`config.mk`:
```
export PLATFORM = sky130hd
export DESIGN_NAME = dda_line_rasterizer_core_flat
export DESIGN_NICKNAME = d
export VERILOG_FILES = /design/src/design/dda_lr_pkg.sv /design/src/design/dda_lr_if.sv /design/src/design/dda_lr_ctrl.sv /design/src/design/dda_lr_dp.sv /design/src/design/dda_line_rasterizer_core.sv /design/src/flat_wrapper.sv
export SDC_FILE = /design/constraint.sdc
export NUM_CORES = 1
export LEC_CHECK = 0
export BUFFER_PORTS_ARGS = -buffer_cell sky130_fd_sc_hd__buf_2
export CAP_MARGIN = 25
export CORE_AREA = 2 2 189 191
export CTS_BUF_LIST = sky130_fd_sc_hd__clkbuf_16
export CTS_CLUSTER_SIZE = 28
export DETAILED_ROUTE_END_ITERATION = 7
export DIE_AREA = 0 0 191 193
export GPL_ROUTABILITY_DRIVEN = 0
export GPL_TIMING_DRIVEN = 0
export PLACE_DENSITY = 0.75
export SLEW_MARGIN = 5
export SYNTH_ARGS = -nofsm -noshare
export SYNTH_HDL_FRONTEND = slang
export SYNTH_SLANG_ARGS = --single-unit
```
`constraint.sdc`:
```
create_clock -name i_clk -period 4.85 [get_ports i_clk]
set_input_delay 0 -clock i_clk [delete_from_list [all_inputs] [get_ports i_clk]]
set_output_delay 0 -clock i_clk [all_outputs]
set_load 0.05 [all_outputs]
```
`src/design/dda_lr_pkg.sv`:
```
// Package for the DDA line rasterizer: default parameter values, fixed field
// widths, function codes and the controller/datapath command and status types.
// Depends on nothing.
package dda_lr_pkg;

    localparam int COORD_BITS_DEF     = 16;
    localparam int STEP_FRAC_BITS_DEF = 16;
    localparam int COORD_FRAC         = 4;
    localparam int OUT_BITS           = 13;

    localparam logic FUNC_LOAD = 1'b0;
    localparam logic FUNC_STEP = 1'b1;

    // Commands from the controller to the datapath.
    typedef struct packed {
        logic load;  // latch a new line and set up the divider
        logic div;   // one restoring division iteration
        logic fin;   // round the quotient and form both increments
        logic emit;  // register one pixel and advance the line
    } t_dp_cmd;

    // Status from the datapath to the controller.
    typedef struct packed {
        logic zero_len;  // the endpoints on the input channel coincide
        logic last;      // the next pixel is the final one of the line
    } t_dp_stat;

endpackage

```
`src/design/dda_lr_if.sv`:
```
// Channel interfaces of the DDA line rasterizer: line requests in, pixels out.
// Depends on dda_lr_pkg for default and fixed widths.
interface dda_lr_in_if #(
    parameter int COORD_BITS = dda_lr_pkg::COORD_BITS_DEF
) ();
    logic                         valid;
    logic                         ready;
    logic                         func;
    logic signed [COORD_BITS-1:0] start_x;
    logic signed [COORD_BITS-1:0] start_y;
    logic signed [COORD_BITS-1:0] end_x;
    logic signed [COORD_BITS-1:0] end_y;

    modport source (output valid, func, start_x, start_y, end_x, end_y, input ready);
    modport sink   (input valid, func, start_x, start_y, end_x, end_y, output ready);
endinterface

interface dda_lr_out_if ();
    logic                                    valid;
    logic                                    ready;
    logic signed [dda_lr_pkg::OUT_BITS-1:0]  pixel_x;
    logic signed [dda_lr_pkg::OUT_BITS-1:0]  pixel_y;
    logic                                    last_pixel;

    modport source (output valid, pixel_x, pixel_y, last_pixel, input ready);
    modport sink   (input valid, pixel_x, pixel_y, last_pixel, output ready);
endinterface

```
`src/design/dda_lr_ctrl.sv`:
```
// Controller of the DDA line rasterizer: line state, divider sequencing and
// both channel handshakes. Depends on dda_lr_pkg.
module dda_lr_ctrl #(
    parameter int STEP_FRAC_BITS = dda_lr_pkg::STEP_FRAC_BITS_DEF
) (
    input  logic                 i_clk,
    input  logic                 i_rst_n,
    input  logic                 i_in_valid,
    input  logic                 i_in_func,
    output logic                 o_in_ready,
    output logic                 o_out_valid,
    input  logic                 i_out_ready,
    input  dda_lr_pkg::t_dp_stat i_stat,
    output dda_lr_pkg::t_dp_cmd  o_cmd
);
    import dda_lr_pkg::*;

    localparam logic [1:0] S_IDLE = 2'd0;
    localparam logic [1:0] S_DIV  = 2'd1;
    localparam logic [1:0] S_FIN  = 2'd2;
    localparam logic [1:0] S_RUN  = 2'd3;

    localparam int            CW       = $clog2(STEP_FRAC_BITS + 2);
    localparam logic [CW-1:0] DIV_LAST = CW'(STEP_FRAC_BITS + 1);

    logic [1:0]    r_state, n_state;
    logic [CW-1:0] r_cnt, n_cnt;
    logic          r_out_valid, n_out_valid;
    logic          w_take;
    t_dp_cmd       w_cmd;

    always_comb begin
        n_state    = r_state;
        n_cnt      = r_cnt;
        w_cmd      = '0;
        o_in_ready = ((r_state == S_IDLE) || (r_state == S_RUN))
                     && (!r_out_valid || i_out_ready);
        w_take     = i_in_valid && o_in_ready;
        case (r_state)
            S_IDLE, S_RUN: begin
                if (w_take) begin
                    if (i_in_func == FUNC_LOAD) begin
                        w_cmd.load = 1'b1;
                        n_cnt      = '0;
                        n_state    = i_stat.zero_len ? S_IDLE : S_DIV;
                    end else if (r_state == S_RUN) begin
                        w_cmd.emit = 1'b1;
                        if (i_stat.last) begin
                            n_state = S_IDLE;
                        end
                    end
                end
            end
            S_DIV: begin
                w_cmd.div = 1'b1;
                n_cnt     = r_cnt + 1'b1;
                if (r_cnt == DIV_LAST) begin
                    n_state = S_FIN;
                end
            end
            S_FIN: begin
                w_cmd.fin = 1'b1;
                n_state   = S_RUN;
            end
            default: begin
                n_state = S_IDLE;
            end
        endcase
        n_out_valid = (r_out_valid && !i_out_ready) || w_cmd.emit;
    end

    always_ff @(posedge i_clk) begin
        if (!i_rst_n) begin
            r_state     <= S_IDLE;
            r_cnt       <= '0;
            r_out_valid <= 1'b0;
        end else begin
            r_state     <= n_state;
            r_cnt       <= n_cnt;
            r_out_valid <= n_out_valid;
        end
    end

    assign o_out_valid = r_out_valid;
    assign o_cmd       = w_cmd;

endmodule

```
`src/design/dda_lr_dp.sv`:
```
// Datapath of the DDA line rasterizer: delta and major length, bit-serial
// step divider, position accumulators, pixel counter and rounded output.
// Depends on dda_lr_pkg.
module dda_lr_dp #(
    parameter int COORD_BITS     = dda_lr_pkg::COORD_BITS_DEF,
    parameter int STEP_FRAC_BITS = dda_lr_pkg::STEP_FRAC_BITS_DEF
) (
    input  logic                                   i_clk,
    input  logic signed [COORD_BITS-1:0]           i_start_x,
    input  logic signed [COORD_BITS-1:0]           i_start_y,
    input  logic signed [COORD_BITS-1:0]           i_end_x,
    input  logic signed [COORD_BITS-1:0]           i_end_y,
    input  dda_lr_pkg::t_dp_cmd                    i_cmd,
    output dda_lr_pkg::t_dp_stat                   o_stat,
    output logic signed [dda_lr_pkg::OUT_BITS-1:0] o_pixel_x,
    output logic signed [dda_lr_pkg::OUT_BITS-1:0] o_pixel_y,
    output logic                                   o_last_pixel
);
    import dda_lr_pkg::*;

    localparam int CB = COORD_BITS;
    localparam int F  = STEP_FRAC_BITS;
    localparam int PW = CB + F - 1;       // accumulator width, signed
    localparam int TW = CB - COORD_FRAC + 1; // pixel count width
    localparam int IW = F + 2;            // increment width, signed
    localparam int QW = F + 2;            // raw quotient width

    localparam logic [F:0]    UNIT_STEP = (F + 1)'(1) << F;
    localparam logic [CB-1:0] PIX_LIM   = CB'(1) << (CB - COORD_FRAC - 1);
    localparam logic [PW:0]   HALF      = (PW + 1)'(1) << (F - 1);

    // Round a Q.F position to an integer pixel, ties away from zero, clamp.
    function automatic logic [OUT_BITS-1:0] round_px(input logic [PW-1:0] pos);
        logic [PW-1:0]         m;
        logic [PW:0]           s;
        logic [CB-1:0]         r;
        logic [CB-1:0]         v;
        logic [CB+OUT_BITS-1:0] e;
        m = pos[PW-1] ? (~pos + 1'b1) : pos;
        s = {1'b0, m} + HALF;
        r = s[PW:F];
        if (r > PIX_LIM) begin
            r = PIX_LIM;
        end
        v = pos[PW-1] ? (~r + 1'b1) : r;
        e = {{OUT_BITS{v[CB-1]}}, v};
        return e[OUT_BITS-1:0];
    endfunction

    logic [CB:0]   w_dx, w_dy, w_ax, w_ay, w_major, w_minor;
    logic [CB+1:0] w_rem_cur, w_rem_sub;
    logic          w_qbit;
    logic [QW:0]   w_qr;
    logic [F:0]    w_min_mag, w_mag_x, w_mag_y;

    logic [PW-1:0] r_pos_x, r_pos_y;
    logic [IW-1:0] r_inc_x, r_inc_y;
    logic [TW-1:0] r_idx, r_total;
    logic [CB:0]   r_major;
    logic [CB+1:0] r_rem;
    logic [QW-1:0] r_quo;
    logic          r_neg_x, r_neg_y, r_x_major, r_y_major;
    logic [OUT_BITS-1:0] r_px, r_py;
    logic          r_last;

    always_comb begin
        w_dx    = {i_end_x[CB-1], i_end_x} - {i_start_x[CB-1], i_start_x};
        w_dy    = {i_end_y[CB-1], i_end_y} - {i_start_y[CB-1], i_start_y};
        w_ax    = w_dx[CB] ? (~w_dx + 1'b1) : w_dx;
        w_ay    = w_dy[CB] ? (~w_dy + 1'b1) : w_dy;
        w_major = (w_ax > w_ay) ? w_ax : w_ay;
        w_minor = (w_ax > w_ay) ? w_ay : w_ax;

        w_rem_cur = r_rem;
        w_qbit    = (w_rem_cur >= {1'b0, r_major});
        w_rem_sub = w_qbit ? (w_rem_cur - {1'b0, r_major}) : w_rem_cur;

        // Rounded quotient: floor((floor(2x) + 1) / 2).
        w_qr      = {1'b0, r_quo} + 1'b1;
        w_min_mag = w_qr[F+1:1];
        w_mag_x   = r_x_major ? UNIT_STEP : w_min_mag;
        w_mag_y   = r_y_major ? UNIT_STEP : w_min_mag;

        o_stat.zero_len = (i_start_x == i_end_x) && (i_start_y == i_end_y);
        o_stat.last     = ({1'b0, r_idx} + 1'b1) >= {1'b0, r_total};
    end

    always_ff @(posedge i_clk) begin
        if (i_cmd.load) begin
            r_pos_x   <= {{(PW - CB - F + COORD_FRAC){i_start_x[CB-1]}}, i_start_x,
                          {(F - COORD_FRAC){1'b0}}};
            r_pos_y   <= {{(PW - CB - F + COORD_FRAC){i_start_y[CB-1]}}, i_start_y,
                          {(F - COORD_FRAC){1'b0}}};
            r_neg_x   <= w_dx[CB];
            r_neg_y   <= w_dy[CB];
            r_x_major <= (w_ax >= w_ay);
            r_y_major <= (w_ay >= w_ax);
            r_major   <= w_major;
            r_rem     <= {1'b0, w_minor};
            r_quo     <= '0;
            r_idx     <= '0;
            r_total   <= w_major[CB:COORD_FRAC] + 1'b1;
        end
        if (i_cmd.div) begin
            r_rem <= {w_rem_sub[CB:0], 1'b0};
            r_quo <= {r_quo[QW-2:0], w_qbit};
        end
        if (i_cmd.fin) begin
            r_inc_x <= r_neg_x ? (~{1'b0, w_mag_x} + 1'b1) : {1'b0, w_mag_x};
            r_inc_y <= r_neg_y ? (~{1'b0, w_mag_y} + 1'b1) : {1'b0, w_mag_y};
        end
        if (i_cmd.emit) begin
            r_px    <= round_px(r_pos_x);
            r_py    <= round_px(r_pos_y);
            r_last  <= o_stat.last;
            r_pos_x <= r_pos_x + {{(PW - IW){r_inc_x[IW-1]}}, r_inc_x};
            r_pos_y <= r_pos_y + {{(PW - IW){r_inc_y[IW-1]}}, r_inc_y};
            r_idx   <= r_idx + 1'b1;
        end
    end

    assign o_pixel_x    = r_px;
    assign o_pixel_y    = r_py;
    assign o_last_pixel = r_last;

endmodule

```
`src/design/dda_line_rasterizer_core.sv`:
```
// Top level of the DDA line rasterizer: controller and datapath joined by
// command and status structs. Depends on dda_lr_pkg, dda_lr_if, dda_lr_ctrl, dda_lr_dp.
//
//   Channel   Direction  Contents                               Transaction means
//   i_line    in         func, start_x, start_y, end_x, end_y   load a line or ask a pixel
//   o_pixel   out        pixel_x, pixel_y, last_pixel           one rasterized pixel
//
// A load transaction of a line with distinct endpoints keeps i_line.ready low while the
// bit-serial restoring divider forms the STEP_FRAC_BITS + 2 bit quotient of the minor-axis
// step, and then while that quotient is rounded and both increments are set. A load with
// coincident endpoints leaves the block idle and does not stall. A step transaction on a
// running line emits one pixel, so pixels stream at one per cycle while the consumer keeps
// o_pixel.ready high. The reset is synchronous and active low; it leaves the block idle
// with no pixel pending. A stalled pixel sits in the output register and one further
// transaction is still taken when the consumer takes that pixel in the same cycle;
// otherwise i_line.ready drops until the pixel leaves.
module dda_line_rasterizer_core #(
    parameter int COORD_BITS     = dda_lr_pkg::COORD_BITS_DEF,
    parameter int STEP_FRAC_BITS = dda_lr_pkg::STEP_FRAC_BITS_DEF
) (
    input  logic          i_clk,
    input  logic          i_rst_n,
    dda_lr_in_if.sink     i_line,
    dda_lr_out_if.source  o_pixel
);
    import dda_lr_pkg::*;

    t_dp_cmd  w_cmd;
    t_dp_stat w_stat;

    // The controller owns every handshake and the line state; the datapath never
    // sees valid or ready, only the commands derived from them.
    dda_lr_ctrl #(
        .STEP_FRAC_BITS (STEP_FRAC_BITS)
    ) u_ctrl (
        .i_clk       (i_clk),
        .i_rst_n     (i_rst_n),
        .i_in_valid  (i_line.valid),
        .i_in_func   (i_line.func),
        .o_in_ready  (i_line.ready),
        .o_out_valid (o_pixel.valid),
        .i_out_ready (o_pixel.ready),
        .i_stat      (w_stat),
        .o_cmd       (w_cmd)
    );

    // The datapath accumulates the position by one increment per pixel, which is
    // exactly start + index * step, and rounds it into the output register.
    dda_lr_dp #(
        .COORD_BITS     (COORD_BITS),
        .STEP_FRAC_BITS (STEP_FRAC_BITS)
    ) u_dp (
        .i_clk        (i_clk),
        .i_start_x    (i_line.start_x),
        .i_start_y    (i_line.start_y),
        .i_end_x      (i_line.end_x),
        .i_end_y      (i_line.end_y),
        .i_cmd        (w_cmd),
        .o_stat       (w_stat),
        .o_pixel_x    (o_pixel.pixel_x),
        .o_pixel_y    (o_pixel.pixel_y),
        .o_last_pixel (o_pixel.last_pixel)
    );

endmodule
```
`src/flat_wrapper.sv`:
```
// flat-port wrapper written by rule: the top's interface ports become plain ports
module dda_line_rasterizer_core_flat import dda_lr_pkg::*;
#(
    parameter int COORD_BITS     = dda_lr_pkg::COORD_BITS_DEF,
    parameter int STEP_FRAC_BITS = dda_lr_pkg::STEP_FRAC_BITS_DEF
)
  (i_clk, i_rst_n, i_line_valid, i_line_func, i_line_start_x, i_line_start_y, i_line_end_x, i_line_end_y, i_line_ready, o_pixel_valid, o_pixel_pixel_x, o_pixel_pixel_y, o_pixel_last_pixel, o_pixel_ready);
  dda_lr_in_if #(.COORD_BITS(COORD_BITS)) i_line_i ();
  dda_lr_out_if o_pixel_i ();
  input  logic i_clk;
  input  logic i_rst_n;
  input wire logic [$bits(i_line_i.valid)-1:0] i_line_valid;
  input wire logic [$bits(i_line_i.func)-1:0] i_line_func;
  input wire logic [$bits(i_line_i.start_x)-1:0] i_line_start_x;
  input wire logic [$bits(i_line_i.start_y)-1:0] i_line_start_y;
  input wire logic [$bits(i_line_i.end_x)-1:0] i_line_end_x;
  input wire logic [$bits(i_line_i.end_y)-1:0] i_line_end_y;
  output wire logic [$bits(i_line_i.ready)-1:0] i_line_ready;
  output wire logic [$bits(o_pixel_i.valid)-1:0] o_pixel_valid;
  output wire logic [$bits(o_pixel_i.pixel_x)-1:0] o_pixel_pixel_x;
  output wire logic [$bits(o_pixel_i.pixel_y)-1:0] o_pixel_pixel_y;
  output wire logic [$bits(o_pixel_i.last_pixel)-1:0] o_pixel_last_pixel;
  input wire logic [$bits(o_pixel_i.ready)-1:0] o_pixel_ready;
  assign i_line_i.valid = i_line_valid;
  assign i_line_i.func = i_line_func;
  assign i_line_i.start_x = i_line_start_x;
  assign i_line_i.start_y = i_line_start_y;
  assign i_line_i.end_x = i_line_end_x;
  assign i_line_i.end_y = i_line_end_y;
  assign i_line_ready = i_line_i.ready;
  assign o_pixel_valid = o_pixel_i.valid;
  assign o_pixel_pixel_x = o_pixel_i.pixel_x;
  assign o_pixel_pixel_y = o_pixel_i.pixel_y;
  assign o_pixel_last_pixel = o_pixel_i.last_pixel;
  assign o_pixel_i.ready = o_pixel_ready;
  dda_line_rasterizer_core #(.COORD_BITS(COORD_BITS), .STEP_FRAC_BITS(STEP_FRAC_BITS)) u_core (.i_clk(i_clk), .i_rst_n(i_rst_n), .i_line(i_line_i), .o_pixel(o_pixel_i));
endmodule
```
==> report_table.html, run 1 <==
<table>
<tr><th>Metric</th><th>Value</th></tr>
<tr><th colspan="2">Critical path</th></tr>
<tr><td>Required time of the critical path</td><td>between 5 and 6 ns</td></tr>
<tr><td>Critical path class</td><td>input port to register</td></tr>
<tr><td>Crit. Startpoint</td><td>i_line_start_y[0]</td></tr>
<tr><td>CP max FO</td><td>4</td></tr>
<tr><td>Worst-path cell with the longest stage delay</td><td>sky130_fd_sc_hd__fa_2</td></tr>
<tr><td>Nature of the critical path startpoint</td><td>input port</td></tr>
<tr><td>Worst Path Arrival</td><td>5.17 ns</td></tr>
<tr><td>Startpoint of the lowest-slack register-to-register path</td><td>u_core.u_dp.r_pos_x[8]$_SDFFCE_PN0P_</td></tr>
<tr><td>Endpoint of the worst register-to-register path</td><td>u_core.u_dp.o_pixel_x[10]$_DFFE_PP_</td></tr>
<tr><td>Reg2reg setup slack</td><td>between 0.15 and 0.2 ns</td></tr>
<tr><td>Worst reg-to-reg path cell count</td><td>22</td></tr>
<tr><td>Highest cell delay on the worst timing path</td><td>0.41 ns</td></tr>
<tr><td>Nature of the critical path endpoint</td><td>register</td></tr>
<tr><td>Critical Path Sink</td><td>u_core.u_dp.r_rem[14]$_DFFE_PP_</td></tr>
<tr><td>Most common cell on crit path</td><td>sky130_fd_sc_hd__buf_4</td></tr>
<tr><th colspan="2">Timing</th></tr>
<tr><td>Worst-case hold slack</td><td>roughly 0.017 ns</td></tr>
<tr><td>Final setup violation count</td><td>1</td></tr>
<tr><td>Max-Slew Margin vs Limit</td><td>39.0%</td></tr>
<tr><td>Portion of the clock cycle consumed by the worst path in the final layout</td><td>101%</td></tr>
<tr><td>Final number of hold-violating endpoints</td><td>0</td></tr>
<tr><td>Final Slew Violations</td><td>0</td></tr>
<tr><td>Highest attainable clock frequency</td><td>between 200 and 250 MHz</td></tr>
<tr><td>Transition time of the tightest slew-check pin</td><td>about 0.89 ns</td></tr>
<tr><td>Shortest clock period the worst path allows after layout</td><td>between 4 and 5 ns</td></tr>
<tr><td>Setup repair after global routing missed its margin</td><td>yes</td></tr>
<tr><td>Final sum of negative setup slack</td><td>-0.0367 ns</td></tr>
<tr><td>Setup slack after layout</td><td>-0.0367 ns</td></tr>
<tr><td>Largest clock skew in the final design</td><td>about 0.015 ns</td></tr>
<tr><th colspan="2">Synthesis</th></tr>
<tr><td>Post-synthesis sequential area ratio</td><td>roughly 34%</td></tr>
<tr><td>Unique cell type count in the Yosys netlist</td><td>92</td></tr>
<tr><td>Synth Flop Type</td><td>sky130_fd_sc_hd__edfxtp_1</td></tr>
<tr><td>FF+latch count, synth</td><td>between 200 and 250</td></tr>
<tr><td>Number of flops mapped to enable cells by yosys</td><td>between 200 and 250</td></tr>
<tr><td>Cell count after synthesis</td><td>2123</td></tr>
<tr><td>Synthesized Nets</td><td>2351</td></tr>
<tr><td>Avg Cell Area, Syn</td><td>8.94 um2</td></tr>
<tr><td>Number of synthesis warnings</td><td>0</td></tr>
<tr><td>Ranking of synthesized cells by area</td><td>sky130_fd_sc_hd__edfxtp_1, sky130_fd_sc_hd__ha_1, sky130_fd_sc_hd__xnor2_1</td></tr>
<tr><td>Fraction of post-synthesis cell area in the top cell type by area</td><td>32.7%</td></tr>
<tr><td>Post-synthesis instance area</td><td>0.0190 mm2</td></tr>
<tr><td>Cell taking the most area after synthesis</td><td>sky130_fd_sc_hd__edfxtp_1</td></tr>
<tr><td>Asr flop ratio synth</td><td>0%</td></tr>
<tr><th colspan="2">Detailed routing</th></tr>
<tr><td>Number of design rule violations left after detail routing</td><td>0</td></tr>
<tr><td>Drt total wl</td><td>between 50000 and 60000 um</td></tr>
<tr><td>Number of iterations in the first detailed-routing pass</td><td>5</td></tr>
<tr><td>1st-iter DRT viols</td><td>about 1300</td></tr>
<tr><td>Routed WL per cell</td><td>18.9 um</td></tr>
<tr><td>Count of vias placed by the detailed router</td><td>17600</td></tr>
<tr><td>Post-route antenna net violation count</td><td>0</td></tr>
<tr><td>DR vias/cell</td><td>approximately 6.1</td></tr>
<tr><th colspan="2">Placement</th></tr>
<tr><td>Placed wire-length estimate after detailed placement</td><td>between 30000 and 40000 um</td></tr>
<tr><td>Port-buffer cells</td><td>97</td></tr>
<tr><td>Area after DPL</td><td>just over 0.02 mm2</td></tr>
<tr><th colspan="2">Floorplan</th></tr>
<tr><td>Die X-Extent</td><td>between 150 and 200 um</td></tr>
<tr><td>Cell row count</td><td>69</td></tr>
<tr><td>Effective utilization at floorplan</td><td>between 50% and 60%</td></tr>
<tr><td>Floorplan core area</td><td>roughly 0.035 mm2</td></tr>
<tr><td>Die Area</td><td>0.0369 mm2</td></tr>
<tr><td>Floorplan die height</td><td>193 um</td></tr>
<tr><td>IO Pins</td><td>around 100</td></tr>
<tr><th colspan="2">Final layout</th></tr>
<tr><td>Highest-count cells in the layout ignoring fill and taps</td><td>sky130_fd_sc_hd__edfxtp_1, sky130_fd_sc_hd__nand2_1, sky130_fd_sc_hd__nor2_1</td></tr>
<tr><td>Sequential cell area</td><td>approximately 0.0064 mm2</td></tr>
<tr><td>Layout area overhead</td><td>21.6%</td></tr>
<tr><td>Area used by multi-input combinational logic</td><td>0.0125 mm2</td></tr>
<tr><td>Number of fillers in the final layout</td><td>2721</td></tr>
<tr><td>Layout Cell Area excl Fill</td><td>0.0231 mm2</td></tr>
<tr><td>Leading cell type in the layout, fill and taps excluded</td><td>sky130_fd_sc_hd__edfxtp_1</td></tr>
<tr><td>Total Nets Final</td><td>between 2000 and 3000</td></tr>
<tr><td>Share of layout cells above drive strength 1</td><td>around 18%</td></tr>
<tr><th colspan="2">GRT</th></tr>
<tr><td>Total gr overflow</td><td>0</td></tr>
<tr><td>Antenna violations before repair</td><td>2</td></tr>
<tr><td>First-pass GRT wire length</td><td>approximately 83000 um</td></tr>
<tr><td>Global routing usage summed across all routing layers</td><td>28.0%</td></tr>
<tr><td>Largest net degree at the start of global routing</td><td>61</td></tr>
<tr><td>Number of global-route vias before repair</td><td>between 15000 and 20000</td></tr>
<tr><th colspan="2">Clocking</th></tr>
<tr><td>Clk slew on worst S/H paths</td><td>0.06 ns</td></tr>
<tr><td>Cell at the root of the clock tree</td><td>sky130_fd_sc_hd__clkbuf_16</td></tr>
<tr><td>Htree depth</td><td>1</td></tr>
<tr><td>Clock sink count</td><td>roughly 220</td></tr>
<tr><td>Clk Latency, worst-skew pair</td><td>roughly 0.56 ns</td></tr>
<tr><td>Clock Path Buffers</td><td>3</td></tr>
<tr><td>Clock tree from TritonCTS</td><td>done</td></tr>
<tr><td>Total CTS buffers</td><td>28</td></tr>
<tr><th colspan="2">Power</th></tr>
<tr><td>Total power draw</td><td>about 12000 uW</td></tr>
<tr><td>Worst IR Drop VDD</td><td>between 0.0005 and 0.0006 V</td></tr>
<tr><td>Cell Pwr Density</td><td>roughly 530 mW/mm2</td></tr>
<tr><td>Leakage power figure</td><td>between 0.009 and 0.01 uW</td></tr>
<tr><th colspan="2">Outcome</th></tr>
<tr><td>Violations in the final reports</td><td>setup timing</td></tr>
<tr><td>Outcome</td><td>complete, but fails checks</td></tr>
<tr><th colspan="2">Run</th></tr>
<tr><td># Max-Cap Violations</td><td>0</td></tr>
<tr><th colspan="2">Min path</th></tr>
<tr><td>Class of the tightest hold or removal check</td><td>input port to register</td></tr>
</table>
==> per-layer routing <==
| metal | vias to the layer above | track usage, % | share of wire, % | routed length [um] |
|---|---|---|---|---|
| li1 | 8317 | - | - | - |
| met1 | 8366 | 34.2 | 40 | 21800 |
| met2 | 695 | 49.4 | 48 | 26300 |
| met3 | 182 | 3.71 | 6.6 | 3590 |
| met4 | 0 | 12.7 | 4.7 | 2530 |
| met5 | - | 0 | 0 | 0 |
==> state kept, by name, indices dropped and copies added, names as in the netlist, 13 cells and up <==
signal and cells:
u_core.u_dp.o_pixel_x 13, u_core.u_dp.o_pixel_y 13, u_core.u_dp.r_idx 13, u_core.u_dp.r_inc_x 18, u_core.u_dp.r_inc_y 18, u_core.u_dp.r_major 17
u_core.u_dp.r_pos_x 31, u_core.u_dp.r_pos_y 31, u_core.u_dp.r_quo 18, u_core.u_dp.r_rem 18, u_core.u_dp.r_total 13
==> worst max-delay path: cells and delay by family <==
family	cells	cell delay, ns
AOI/OAI and AO/OA	7	1.30
xor gates and xnor gates	1	0.30
adders and majority gates	2	0.59
buffers and inverters	21	2.57
and+or+nand+nor	2	0.39
==> per-stage QoR <==
| stage | worst slack [ns] | utilization [%] | cells |
|---|---|---|---|
| floorplan | 0.000293 | - | 2123 |
| global placement | -1.14 | 57.5 | 2681 |
| detailed placement | -1.30 | 57.9 | 2685 |
| CTS | 0.00212 | 63.9 | 2833 |
| global route | -0.152 | 66.0 | 2871 |
| finish | -0.0367 | 66.0 | 2871 |
==> worst min path at each step <==
stage                           start                                     to  slack (ns)  cells past startpoint
floorplan                     i_rst_n  u_core.u_ctrl.r_state[1]$_SDFFE_PN0P_        0.12                      1
global route        i_line_start_y[0]       u_core.u_dp.r_major[0]$_DFFE_PP_        0.01                      3
finish              i_line_start_y[0]       u_core.u_dp.r_major[0]$_DFFE_PP_        0.02                      3
global placement        o_pixel_ready   u_core.u_ctrl.o_out_valid$_SDFF_PN0_        0.29                      3
CTS                 i_line_start_y[0]       u_core.u_dp.r_major[0]$_DFFE_PP_        0.06                      3
detailed placement      o_pixel_ready   u_core.u_ctrl.o_out_valid$_SDFF_PN0_        0.31                      3
==> cell usage after synthesis, types with 6 or more instances <==
cell type,number
sky130_fd_sc_hd__buf_2,11
sky130_fd_sc_hd__a22oi_1,6
sky130_fd_sc_hd__nand4_1,27
sky130_fd_sc_hd__a22o_1,9
sky130_fd_sc_hd__inv_1,132
sky130_fd_sc_hd__ha_1,154
sky130_fd_sc_hd__o21a_1,23
sky130_fd_sc_hd__xor2_1,78
sky130_fd_sc_hd__and3_1,20
sky130_fd_sc_hd__a31oi_1,22
sky130_fd_sc_hd__o31ai_1,21
sky130_fd_sc_hd__or3_1,30
sky130_fd_sc_hd__or4_1,9
sky130_fd_sc_hd__a21boi_0,10
sky130_fd_sc_hd__o22ai_1,26
sky130_fd_sc_hd__a21oi_1,132
sky130_fd_sc_hd__nand3_1,61
sky130_fd_sc_hd__a211oi_1,12
sky130_fd_sc_hd__and4_1,8
sky130_fd_sc_hd__mux2i_1,47
sky130_fd_sc_hd__o31a_1,7
sky130_fd_sc_hd__o21ai_1,8
sky130_fd_sc_hd__dfxtp_1,9
sky130_fd_sc_hd__nor2_1,167
sky130_fd_sc_hd__xnor2_1,137
sky130_fd_sc_hd__mux2_2,7
sky130_fd_sc_hd__nor4_1,12
sky130_fd_sc_hd__a41oi_1,9
sky130_fd_sc_hd__nor3_1,43
sky130_fd_sc_hd__or2_2,9
sky130_fd_sc_hd__clkbuf_1,56
sky130_fd_sc_hd__a211o_1,8
sky130_fd_sc_hd__and2_1,44
sky130_fd_sc_hd__o211ai_1,9
sky130_fd_sc_hd__edfxtp_1,207
sky130_fd_sc_hd__a21o_1,62
sky130_fd_sc_hd__nand2_1,169
sky130_fd_sc_hd__nor2b_1,32
sky130_fd_sc_hd__o21ai_0,111
sky130_fd_sc_hd__nor3b_1,12
sky130_fd_sc_hd__nand2b_1,36
sky130_fd_sc_hd__nand3b_1,8
sky130_fd_sc_hd__o21bai_1,12
==> what timing repair did <==
action	CTS	global route
hold buffers	37	0
pin swaps	28	56
setup endpoints to repair	30	27
endpoints found under the hold margin	54	0
gates resized for setup	83	111
setup buffers	60	40
cloned	0	0
==> where the power goes <==
group / switching [uW] / internal, uW
Clock: 824 / 1150
Combinational: 4130 / 3090
Sequential: 328 / 2800
Total: 5290 / 7040
==> cells by family after synthesis <==
logic type,after synthesis,synth area share [%]
adders and majority gates,159,10.7
AOI/OAI and AO/OA,550,19.0
buffers and inverters,212,4.40
muxes,54,2.89
DFF,216,33.7
xor gates and xnor gates,217,10.1
and+or+nand+nor,715,19.3
==> final cells by class <==
cell class,instances,share of cell area (%)
well taps,461,2.50
inverters,135,2.21
clock inverters,24,0.754
plain buffers,73,2.01
multi-input cells,1695,54.4
repair buffers,238,7.42
flip-flops and latches,216,27.7
clock buffers,28,3.04
diodes,1,0.0108
Power figures use the tool's default switching activity.
==> inputs of run 2 (changes only) <==
- ABC_AREA: not set -> 1
- CORE_AREA: 2 2 189 191 -> 2 2 196 198
- DIE_AREA: 0 0 191 193 -> 0 0 198 200
==> report_table.html, run 2 <==
<table>
<tr><th>Metric</th><th>Value</th></tr>
<tr><th colspan="2">Synthesis</th></tr>
<tr><td>Cell count after synthesis</td><td>roughly 2900</td></tr>
<tr><td>Fraction of post-synthesis cell area in the top cell type by area</td><td>30.6%</td></tr>
<tr><td>Number of flops mapped to enable cells by yosys</td><td>between 200 and 250</td></tr>
<tr><td>Avg Cell Area, Syn</td><td>between 7 and 8 um2</td></tr>
<tr><td>Synthesized Nets</td><td>between 3000 and 4000</td></tr>
<tr><td>Top cells by instance count after synthesis</td><td>sky130_fd_sc_hd__nand2_1, sky130_fd_sc_hd__inv_1, sky130_fd_sc_hd__nor2_1</td></tr>
<tr><td>Post-synthesis sequential area ratio</td><td>31.5%</td></tr>
<tr><td>Post-synthesis instance area</td><td>approximately 0.020 mm2</td></tr>
<tr><td>Cell taking the most area after synthesis</td><td>sky130_fd_sc_hd__edfxtp_1</td></tr>
<tr><td>Number of synthesis warnings</td><td>0</td></tr>
<tr><td>Asr flop ratio synth</td><td>0%</td></tr>
<tr><td>Ranking of synthesized cells by area</td><td>sky130_fd_sc_hd__edfxtp_1, sky130_fd_sc_hd__nand2_1, sky130_fd_sc_hd__ha_1</td></tr>
<tr><td>Unique cell type count in the Yosys netlist</td><td>64</td></tr>
<tr><td>Synth Flop Type</td><td>sky130_fd_sc_hd__edfxtp_1</td></tr>
<tr><td>FF+latch count, synth</td><td>~220</td></tr>
<tr><td>Leading cell type by number of instances after synthesis</td><td>sky130_fd_sc_hd__nand2_1</td></tr>
<tr><th colspan="2">Detailed routing</th></tr>
<tr><td>Drt total wl</td><td>about 54000 um</td></tr>
<tr><td>Number of design rule violations left after detail routing</td><td>0</td></tr>
<tr><td>Routed WL per cell</td><td>~15 um</td></tr>
<tr><td>Count of vias placed by the detailed router</td><td>19500</td></tr>
<tr><td>DR vias/cell</td><td>approximately 5.5</td></tr>
<tr><td>1st-iter DRT viols</td><td>between 1500 and 2000</td></tr>
<tr><td>Post-route antenna net violation count</td><td>0</td></tr>
<tr><td>Number of iterations in the first detailed-routing pass</td><td>6</td></tr>
<tr><th colspan="2">Timing</th></tr>
<tr><td>Portion of the clock cycle consumed by the worst path in the final layout</td><td>a little over nine tenths</td></tr>
<tr><td>Highest attainable clock frequency</td><td>approximately 220 MHz</td></tr>
<tr><td>Max-Slew Margin vs Limit</td><td>a little over a third</td></tr>
<tr><td>Final setup violation count</td><td>0</td></tr>
<tr><td>Worst-case hold slack</td><td>roughly 0.23 ns</td></tr>
<tr><td>Final Slew Violations</td><td>0</td></tr>
<tr><td>Final number of hold-violating endpoints</td><td>0</td></tr>
<tr><td>Shortest clock period the worst path allows after layout</td><td>~4.6 ns</td></tr>
<tr><td>Transition time of the tightest slew-check pin</td><td>roughly 0.95 ns</td></tr>
<tr><td>Final sum of negative setup slack</td><td>0 ns</td></tr>
<tr><td>Largest clock skew in the final design</td><td>about 0.013 ns</td></tr>
<tr><th colspan="2">Clocking</th></tr>
<tr><td>Clock sink count</td><td>216</td></tr>
<tr><td>Clock Path Buffers</td><td>3</td></tr>
<tr><td>Clk Latency, worst-skew pair</td><td>about 0.55 ns</td></tr>
<tr><td>Htree depth</td><td>1</td></tr>
<tr><td>Clock tree from TritonCTS</td><td>done</td></tr>
<tr><td>Clk slew on worst S/H paths</td><td>0.06 ns</td></tr>
<tr><td>Total CTS buffers</td><td>27</td></tr>
<tr><td>Cell at the root of the clock tree</td><td>sky130_fd_sc_hd__clkbuf_16</td></tr>
<tr><th colspan="2">GRT</th></tr>
<tr><td>Busiest layer in global routing</td><td>met2</td></tr>
<tr><td>Met1 GRT Util</td><td>approximately a third</td></tr>
<tr><td>Global-route met3 utilization</td><td>roughly 3.2%</td></tr>
<tr><td>GR met2 Demand/Resource</td><td>48.9%</td></tr>
<tr><td>Largest net degree at the start of global routing</td><td>63</td></tr>
<tr><td>Global routing usage summed across all routing layers</td><td>a little over a quarter</td></tr>
<tr><td>Antenna violations before repair</td><td>0</td></tr>
<tr><td>First-pass GRT wire length</td><td>between 80000 and 90000 um</td></tr>
<tr><td>Number of global-route vias before repair</td><td>18700</td></tr>
<tr><td>Total gr overflow</td><td>0</td></tr>
<tr><th colspan="2">Placement</th></tr>
<tr><td>Area after DPL</td><td>approximately 0.022 mm2</td></tr>
<tr><td>Port-buffer cells</td><td>97</td></tr>
<tr><td>Placed wire-length estimate after detailed placement</td><td>~43000 um</td></tr>
<tr><th colspan="2">Critical path</th></tr>
<tr><td>Nature of the critical path startpoint</td><td>input port</td></tr>
<tr><td>Worst Path Arrival</td><td>just under 5 ns</td></tr>
<tr><td>Nature of the critical path endpoint</td><td>register</td></tr>
<tr><td>Startpoint of the lowest-slack register-to-register path</td><td>u_core.u_dp.r_pos_x[12]$_DFFE_PP_</td></tr>
<tr><td>Most common cell on crit path</td><td>sky130_fd_sc_hd__nand2_1</td></tr>
<tr><td>Critical path class</td><td>input port to register</td></tr>
<tr><td>CP max FO</td><td>10</td></tr>
<tr><td>Highest cell delay on the worst timing path</td><td>approximately 0.39 ns</td></tr>
<tr><td>Required time of the critical path</td><td>around 5 ns</td></tr>
<tr><td>Worst-path cell with the longest stage delay</td><td>sky130_fd_sc_hd__fa_1</td></tr>
<tr><td>Worst reg-to-reg path cell count</td><td>22</td></tr>
<tr><td>Crit. Startpoint</td><td>i_line_end_x[0]</td></tr>
<tr><th colspan="2">Final layout</th></tr>
<tr><td>Total Nets Final</td><td>3259</td></tr>
<tr><td>Share of layout cells above drive strength 1</td><td>between 10% and 20%</td></tr>
<tr><td>Area used by multi-input combinational logic</td><td>approximately 0.012 mm2</td></tr>
<tr><td>Leading cell type in the layout, fill and taps excluded</td><td>sky130_fd_sc_hd__nand2_1</td></tr>
<tr><td>Sequential cell area</td><td>between 0.006 and 0.007 mm2</td></tr>
<tr><td>Largest registers</td><td>u_core.u_dp.r_pos_x (31), u_core.u_dp.r_pos_y (31)</td></tr>
<tr><td>Layout area overhead</td><td>13.0%</td></tr>
<tr><td>Antenna diode count</td><td>0</td></tr>
<tr><td>Number of fillers in the final layout</td><td>3302</td></tr>
<tr><td>Layout Cell Area excl Fill</td><td>around 0.023 mm2</td></tr>
<tr><td>Highest-count cells in the layout ignoring fill and taps</td><td>sky130_fd_sc_hd__nand2_1, sky130_fd_sc_hd__inv_1, sky130_fd_sc_hd__nor2_1</td></tr>
<tr><th colspan="2">Power</th></tr>
<tr><td>Switching Fraction</td><td>~41%</td></tr>
<tr><td>Worst IR Drop VDD</td><td>~0.00037 V</td></tr>
<tr><td>Share of power burned in the clock network</td><td>~26%</td></tr>
<tr><td>Internal cell power</td><td>between 4000 and 5000 uW</td></tr>
<tr><td>Cell Pwr Density</td><td>around 360 mW/mm2</td></tr>
<tr><td>Proportion of power drawn by flip-flops and latches</td><td>30.2%</td></tr>
<tr><td>Combinational cell fraction of total power</td><td>44.3%</td></tr>
<tr><td>Switching pwr</td><td>around 3400 uW</td></tr>
<tr><td>Leakage power figure</td><td>about 0.011 uW</td></tr>
<tr><th colspan="2">Floorplan</th></tr>
<tr><td>Effective utilization at floorplan</td><td>roughly 54%</td></tr>
<tr><td>Die Area</td><td>around 0.040 mm2</td></tr>
<tr><td>Floorplan die height</td><td>approximately 200 um</td></tr>
<tr><td>Cell row count</td><td>71</td></tr>
<tr><td>Die X-Extent</td><td>between 150 and 200 um</td></tr>
<tr><td>Floorplan core area</td><td>0.0374 mm2</td></tr>
<tr><td>IO Pins</td><td>98</td></tr>
<tr><th colspan="2">Min path</th></tr>
<tr><td>Hold-critical path depth</td><td>5</td></tr>
<tr><td>Class of the tightest hold or removal check</td><td>input port to register</td></tr>
<tr><td>Start point of the worst min-delay path</td><td>i_line_start_y[0]</td></tr>
<tr><th colspan="2">Run</th></tr>
<tr><td># Max-Cap Violations</td><td>0</td></tr>
<tr><th colspan="2">Outcome</th></tr>
<tr><td>Outcome</td><td>complete, no violations</td></tr>
</table>
run 2: through the flow:
stage / total power [uW] / worst slack (ns) / utilization [%] / cells
finish: 8250 / 0.285 / 61.5 / 3562
global route: 8750 / -0.0509 / 61.5 / 3562
CTS: 8180 / 0.0976 / 61.2 / 3558
detailed placement: 6010 / -0.428 / 57.7 / 3471
global placement: 5880 / -0.486 / 57.4 / 3467
floorplan: 5170 / 0.0906 / - / 2859
run 2: final timing paths:
kind                                           end  slack, ns
min reg2reg  u_core.u_ctrl.r_state[1]$_SDFFE_PN0P_       0.52
min              u_core.u_dp.r_rem[0]$_SDFFE_PP0P_       0.23
max              u_core.u_dp.r_total[10]$_DFFE_PP_       0.29
max reg2reg     u_core.u_dp.o_pixel_x[6]$_DFFE_PP_       0.93
run 2: area by class of cell:
class                      count  share of cell area, %
multi-input combinational   2167                   53.0
sequential                   216                   27.8
inverter                     434                   7.09
timing repair buffer         143                   4.31
clock buffer                  27                   2.94
tap                          511                   2.78
clock inverter                22                   1.09
buffer                        42                  0.920
run 2: kinds of logic after synthesis:
group	Yosys count	share of synthesized area (%)
and+or+nand+nor	1451	31.7
buffers and inverters	476	9.03
DFF	216	31.5
AOI/OAI and AO/OA	426	12.1
adders and majority gates	159	9.97
muxes	1	0.0492
xor gates and xnor gates	130	5.64
run 2: power groups by stage:
| stage | clock network [uW] | logic (uW) | registers, uW |
|---|---|---|---|
| floorplan | 0 | 2680 | 2490 |
| global placement | 0 | 3360 | 2520 |
| detailed placement | 0 | 3490 | 2530 |
| CTS | 2150 | 3550 | 2490 |
| global route | 2210 | 4040 | 2510 |
| finish | 2110 | 3650 | 2490 |
run 2: metal layers:
layer / up-vias / wire length [um]
li1: 9790 / -
met2: 596 / 26200
met1: 8985 / 22500
met3: 149 / 3010
met4: 0 / 2470
met5: - / 0
run 2: what timing repair did:
item / in CTS / in global routing
endpoints found under the setup margin: 0 / 11
buffers inserted: 0 / 4
hold buffers: 38 / 0
hold endpoints to repair: 59 / 0
gates resized for setup: 0 / 16
run 2: critical path: cells and delay by family:
kind / cells / cell delay [ns]
xor+xnor: 1 / 0.17
buf+inv: 9 / 1.10
simple gates: 20 / 1.68
compound gates: 5 / 0.73
fa+ha+maj: 4 / 1.13
==> inputs of run 3 (changes only) <==
==> constraint.sdc (replaced) <==
create_clock -name i_clk -period 4.85 [get_ports i_clk]
set_input_delay 0 -clock i_clk [delete_from_list [all_inputs] [get_ports i_clk]]
set_output_delay 0 -clock i_clk [all_outputs]
set_load 0.1 [all_outputs]
==> report_table.html, run 3 (synthesized netlist as in run 2, its figures left out) <==
<table>
<tr><th>Metric</th><th>Value</th></tr>
<tr><th colspan="2">Detailed routing</th></tr>
<tr><td>Number of iterations in the first detailed-routing pass</td><td>6</td></tr>
<tr><td>Number of design rule violations left after detail routing</td><td>0</td></tr>
<tr><td>Post-route antenna net violation count</td><td>0</td></tr>
<tr><td>1st-iter DRT viols</td><td>~1600</td></tr>
<tr><td>Routed WL per cell</td><td>around 15 um</td></tr>
<tr><td>Drt total wl</td><td>about 54000 um</td></tr>
<tr><td>DR vias/cell</td><td>around 5.5</td></tr>
<tr><td>Count of vias placed by the detailed router</td><td>between 15000 and 20000</td></tr>
<tr><th colspan="2">Floorplan</th></tr>
<tr><td>Die Area</td><td>0.0396 mm2</td></tr>
<tr><td>Floorplan core area</td><td>approximately 0.037 mm2</td></tr>
<tr><td>Die X-Extent</td><td>slightly below 200 um</td></tr>
<tr><td>Cell row count</td><td>just over 70</td></tr>
<tr><td>IO Pins</td><td>a little under 100</td></tr>
<tr><td>Effective utilization at floorplan</td><td>54.4%</td></tr>
<tr><td>Floorplan die height</td><td>~200 um</td></tr>
<tr><th colspan="2">Power</th></tr>
<tr><td>Proportion of power drawn by flip-flops and latches</td><td>a little under a third</td></tr>
<tr><td>Switching pwr</td><td>between 3000 and 4000 uW</td></tr>
<tr><td>Internal cell power</td><td>4790 uW</td></tr>
<tr><td>Switching Fraction</td><td>between 40% and 50%</td></tr>
<tr><td>Combinational cell fraction of total power</td><td>around 46%</td></tr>
<tr><td>Leakage power figure</td><td>around 0.011 uW</td></tr>
<tr><td>Worst IR Drop VDD</td><td>between 0.0003 and 0.0004 V</td></tr>
<tr><td>Share of power burned in the clock network</td><td>23.9%</td></tr>
<tr><td>Cell Pwr Density</td><td>355 mW/mm2</td></tr>
<tr><th colspan="2">GRT</th></tr>
<tr><td>Largest net degree at the start of global routing</td><td>63</td></tr>
<tr><td>First-pass GRT wire length</td><td>88200 um</td></tr>
<tr><td>Number of global-route vias before repair</td><td>18800</td></tr>
<tr><td>Total gr overflow</td><td>0</td></tr>
<tr><td>Global routing usage summed across all routing layers</td><td>around 27%</td></tr>
<tr><td>Antenna violations before repair</td><td>1</td></tr>
<tr><th colspan="2">Clocking</th></tr>
<tr><td>Clk slew on worst S/H paths</td><td>roughly 0.060 ns</td></tr>
<tr><td>Clock Path Buffers</td><td>3</td></tr>
<tr><td>Clock sink count</td><td>~220</td></tr>
<tr><td>Clk Latency, worst-skew pair</td><td>0.57 ns</td></tr>
<tr><td>Total CTS buffers</td><td>27</td></tr>
<tr><td>Cell at the root of the clock tree</td><td>sky130_fd_sc_hd__clkbuf_16</td></tr>
<tr><td>Htree depth</td><td>1</td></tr>
<tr><td>Clock tree from TritonCTS</td><td>done</td></tr>
<tr><th colspan="2">Min path</th></tr>
<tr><td>Start point of the worst min-delay path</td><td>i_line_start_x[0]</td></tr>
<tr><td>Class of the tightest hold or removal check</td><td>input port to register</td></tr>
<tr><td>Hold-critical path depth</td><td>3</td></tr>
<tr><td>Endpoint of the worst hold path</td><td>u_core.u_dp.r_major[0]$_DFFE_PP_</td></tr>
<tr><th colspan="2">Final layout</th></tr>
<tr><td>Layout area overhead</td><td>13.2%</td></tr>
<tr><td>Total Nets Final</td><td>about 3300</td></tr>
<tr><td>Non-filler cells, final</td><td>roughly 3600</td></tr>
<tr><td>Area used by multi-input combinational logic</td><td>~0.012 mm2</td></tr>
<tr><td>Leading cell type in the layout, fill and taps excluded</td><td>sky130_fd_sc_hd__nand2_1</td></tr>
<tr><td>Sequential cell area</td><td>0.00640 mm2</td></tr>
<tr><td>Share of layout cells above drive strength 1</td><td>roughly a tenth</td></tr>
<tr><td>Largest registers</td><td>u_core.u_dp.r_pos_x (31), u_core.u_dp.r_pos_y (31)</td></tr>
<tr><td>Number of fillers in the final layout</td><td>3249</td></tr>
<tr><td>Highest-count cells in the layout ignoring fill and taps</td><td>sky130_fd_sc_hd__nand2_1, sky130_fd_sc_hd__inv_1, sky130_fd_sc_hd__nor2_1</td></tr>
<tr><th colspan="2">Timing</th></tr>
<tr><td>Portion of the clock cycle consumed by the worst path in the final layout</td><td>93.7%</td></tr>
<tr><td>Highest attainable clock frequency</td><td>220 MHz</td></tr>
<tr><td>Setup repair after global routing missed its margin</td><td>no</td></tr>
<tr><td>Final Slew Violations</td><td>0</td></tr>
<tr><td>Final setup violation count</td><td>0</td></tr>
<tr><td>Shortest clock period the worst path allows after layout</td><td>~4.5 ns</td></tr>
<tr><td>Final number of hold-violating endpoints</td><td>0</td></tr>
<tr><td>Largest clock skew in the final design</td><td>between 0.015 and 0.02 ns</td></tr>
<tr><td>Transition time of the tightest slew-check pin</td><td>just over 0.9 ns</td></tr>
<tr><td>Worst-case hold slack</td><td>around 0.23 ns</td></tr>
<tr><td>Max-Slew Margin vs Limit</td><td>between 30% and 40%</td></tr>
<tr><th colspan="2">Critical path</th></tr>
<tr><td>CP max FO</td><td>10</td></tr>
<tr><td>Endpoint of the worst register-to-register path</td><td>u_core.u_dp.o_pixel_x[6]$_DFFE_PP_</td></tr>
<tr><td>Highest cell delay on the worst timing path</td><td>~0.40 ns</td></tr>
<tr><td>Nature of the critical path startpoint</td><td>input port</td></tr>
<tr><td>Worst reg-to-reg path cell count</td><td>22</td></tr>
<tr><td>Worst-path cell with the longest stage delay</td><td>sky130_fd_sc_hd__fa_1</td></tr>
<tr><td>Critical path class</td><td>input port to register</td></tr>
<tr><td>Startpoint of the lowest-slack register-to-register path</td><td>u_core.u_dp.r_pos_x[12]$_DFFE_PP_</td></tr>
<tr><td>Nature of the critical path endpoint</td><td>register</td></tr>
<tr><td>Reg2reg setup slack</td><td>0.88 ns</td></tr>
<tr><td>Worst Path Arrival</td><td>around 5 ns</td></tr>
<tr><td>Required time of the critical path</td><td>a little over 5 ns</td></tr>
<tr><th colspan="2">Placement</th></tr>
<tr><td>Placed wire-length estimate after detailed placement</td><td>43000 um</td></tr>
<tr><td>Port-buffer cells</td><td>97</td></tr>
<tr><td>Placed cells</td><td>3471</td></tr>
<tr><th colspan="2">Outcome</th></tr>
<tr><td>Outcome</td><td>complete, no violations</td></tr>
<tr><th colspan="2">Run</th></tr>
<tr><td># Max-Cap Violations</td><td>0</td></tr>
</table>
-- run 3: worst max path at each step --
| stage | endpoint | slack (ns) | startpoint |
|---|---|---|---|
| 3_3_place_gp | u_core.u_dp.r_total[10]$_DFFE_PP_ | -0.39 | i_line_end_x[0] |
| 5_1_grt | u_core.u_dp.r_total[10]$_DFFE_PP_ | 0.004 | i_line_end_x[0] |
| 2_1_floorplan | u_core.u_ctrl.r_cnt[4]$_SDFFE_PN0P_ | 0.33 | u_core.u_ctrl.o_out_valid$_SDFF_PN0_ |
| 4_1_cts | u_core.u_dp.r_total[10]$_DFFE_PP_ | 0.01 | i_line_end_x[0] |
| 6_report | u_core.u_dp.r_total[10]$_DFFE_PP_ | 0.31 | i_line_end_x[0] |
| 3_5_place_dp | u_core.u_dp.r_total[10]$_DFFE_PP_ | -0.56 | i_line_end_x[0] |
-- run 3: repair_timing --
item,in CTS,in global routing
buffers inserted,0,13
resized for setup,0,22
endpoints found under the hold margin,56,0
endpoints found under the setup margin,0,15
hold buffers,38,0
-- run 3: layout make-up --
class                      count  area share, %
clock inverter                23          0.783
timing repair buffer         152           4.57
clock buffer                  27           2.94
buffer                        42          0.919
antenna                        1         0.0109
sequential                   216           27.8
inverter                     434           7.10
tap                          511           2.78
multi-input combinational   2167           53.1
-- run 3: metal layers --
| metal | share of wire [%] | track usage, % | up-vias |
|---|---|---|---|
| met1 | 41 | 32.7 | 8954 |
| met3 | 6.4 | 3.65 | 130 |
| met2 | 49 | 49.4 | 660 |
| met4 | 3.7 | 11.2 | 0 |
| li1 | - | - | 9801 |
| met5 | 0 | 0 | - |
-- run 3: power by group through the flow --
| stage | logic [uW] | clock network (uW) | registers (uW) |
|---|---|---|---|
| floorplan | 2690 | 0 | 2490 |
| global placement | 3360 | 0 | 2520 |
| detailed placement | 3480 | 0 | 2520 |
| CTS | 3540 | 1980 | 2490 |
| global route | 4130 | 2050 | 2510 |
| finish | 3730 | 1950 | 2490 |
-- run 3: critical path, delay by kind of cell --
kind,cells,cell delay [ns]
and+or+nand+nor,16,1.41
AOI/OAI and AO/OA,7,1.14
adders and majority gates,4,1.14
buffers and inverters,8,0.87
xor gates and xnor gates,1,0.29
-- run 3: metrics by stage --
step	setup WS (ns)	utilization, %	TNS (ns)	area [um2]	power (uW)
floorplan	0.333	-	0	20300	5170
global placement	-0.386	57.4	-3.18	21500	5880
detailed placement	-0.557	57.7	-5.30	21600	6010
CTS	0.0119	61.0	0	22800	8000
global route	0.00429	61.5	0	23000	8690
finish	0.306	61.5	0	23000	8170
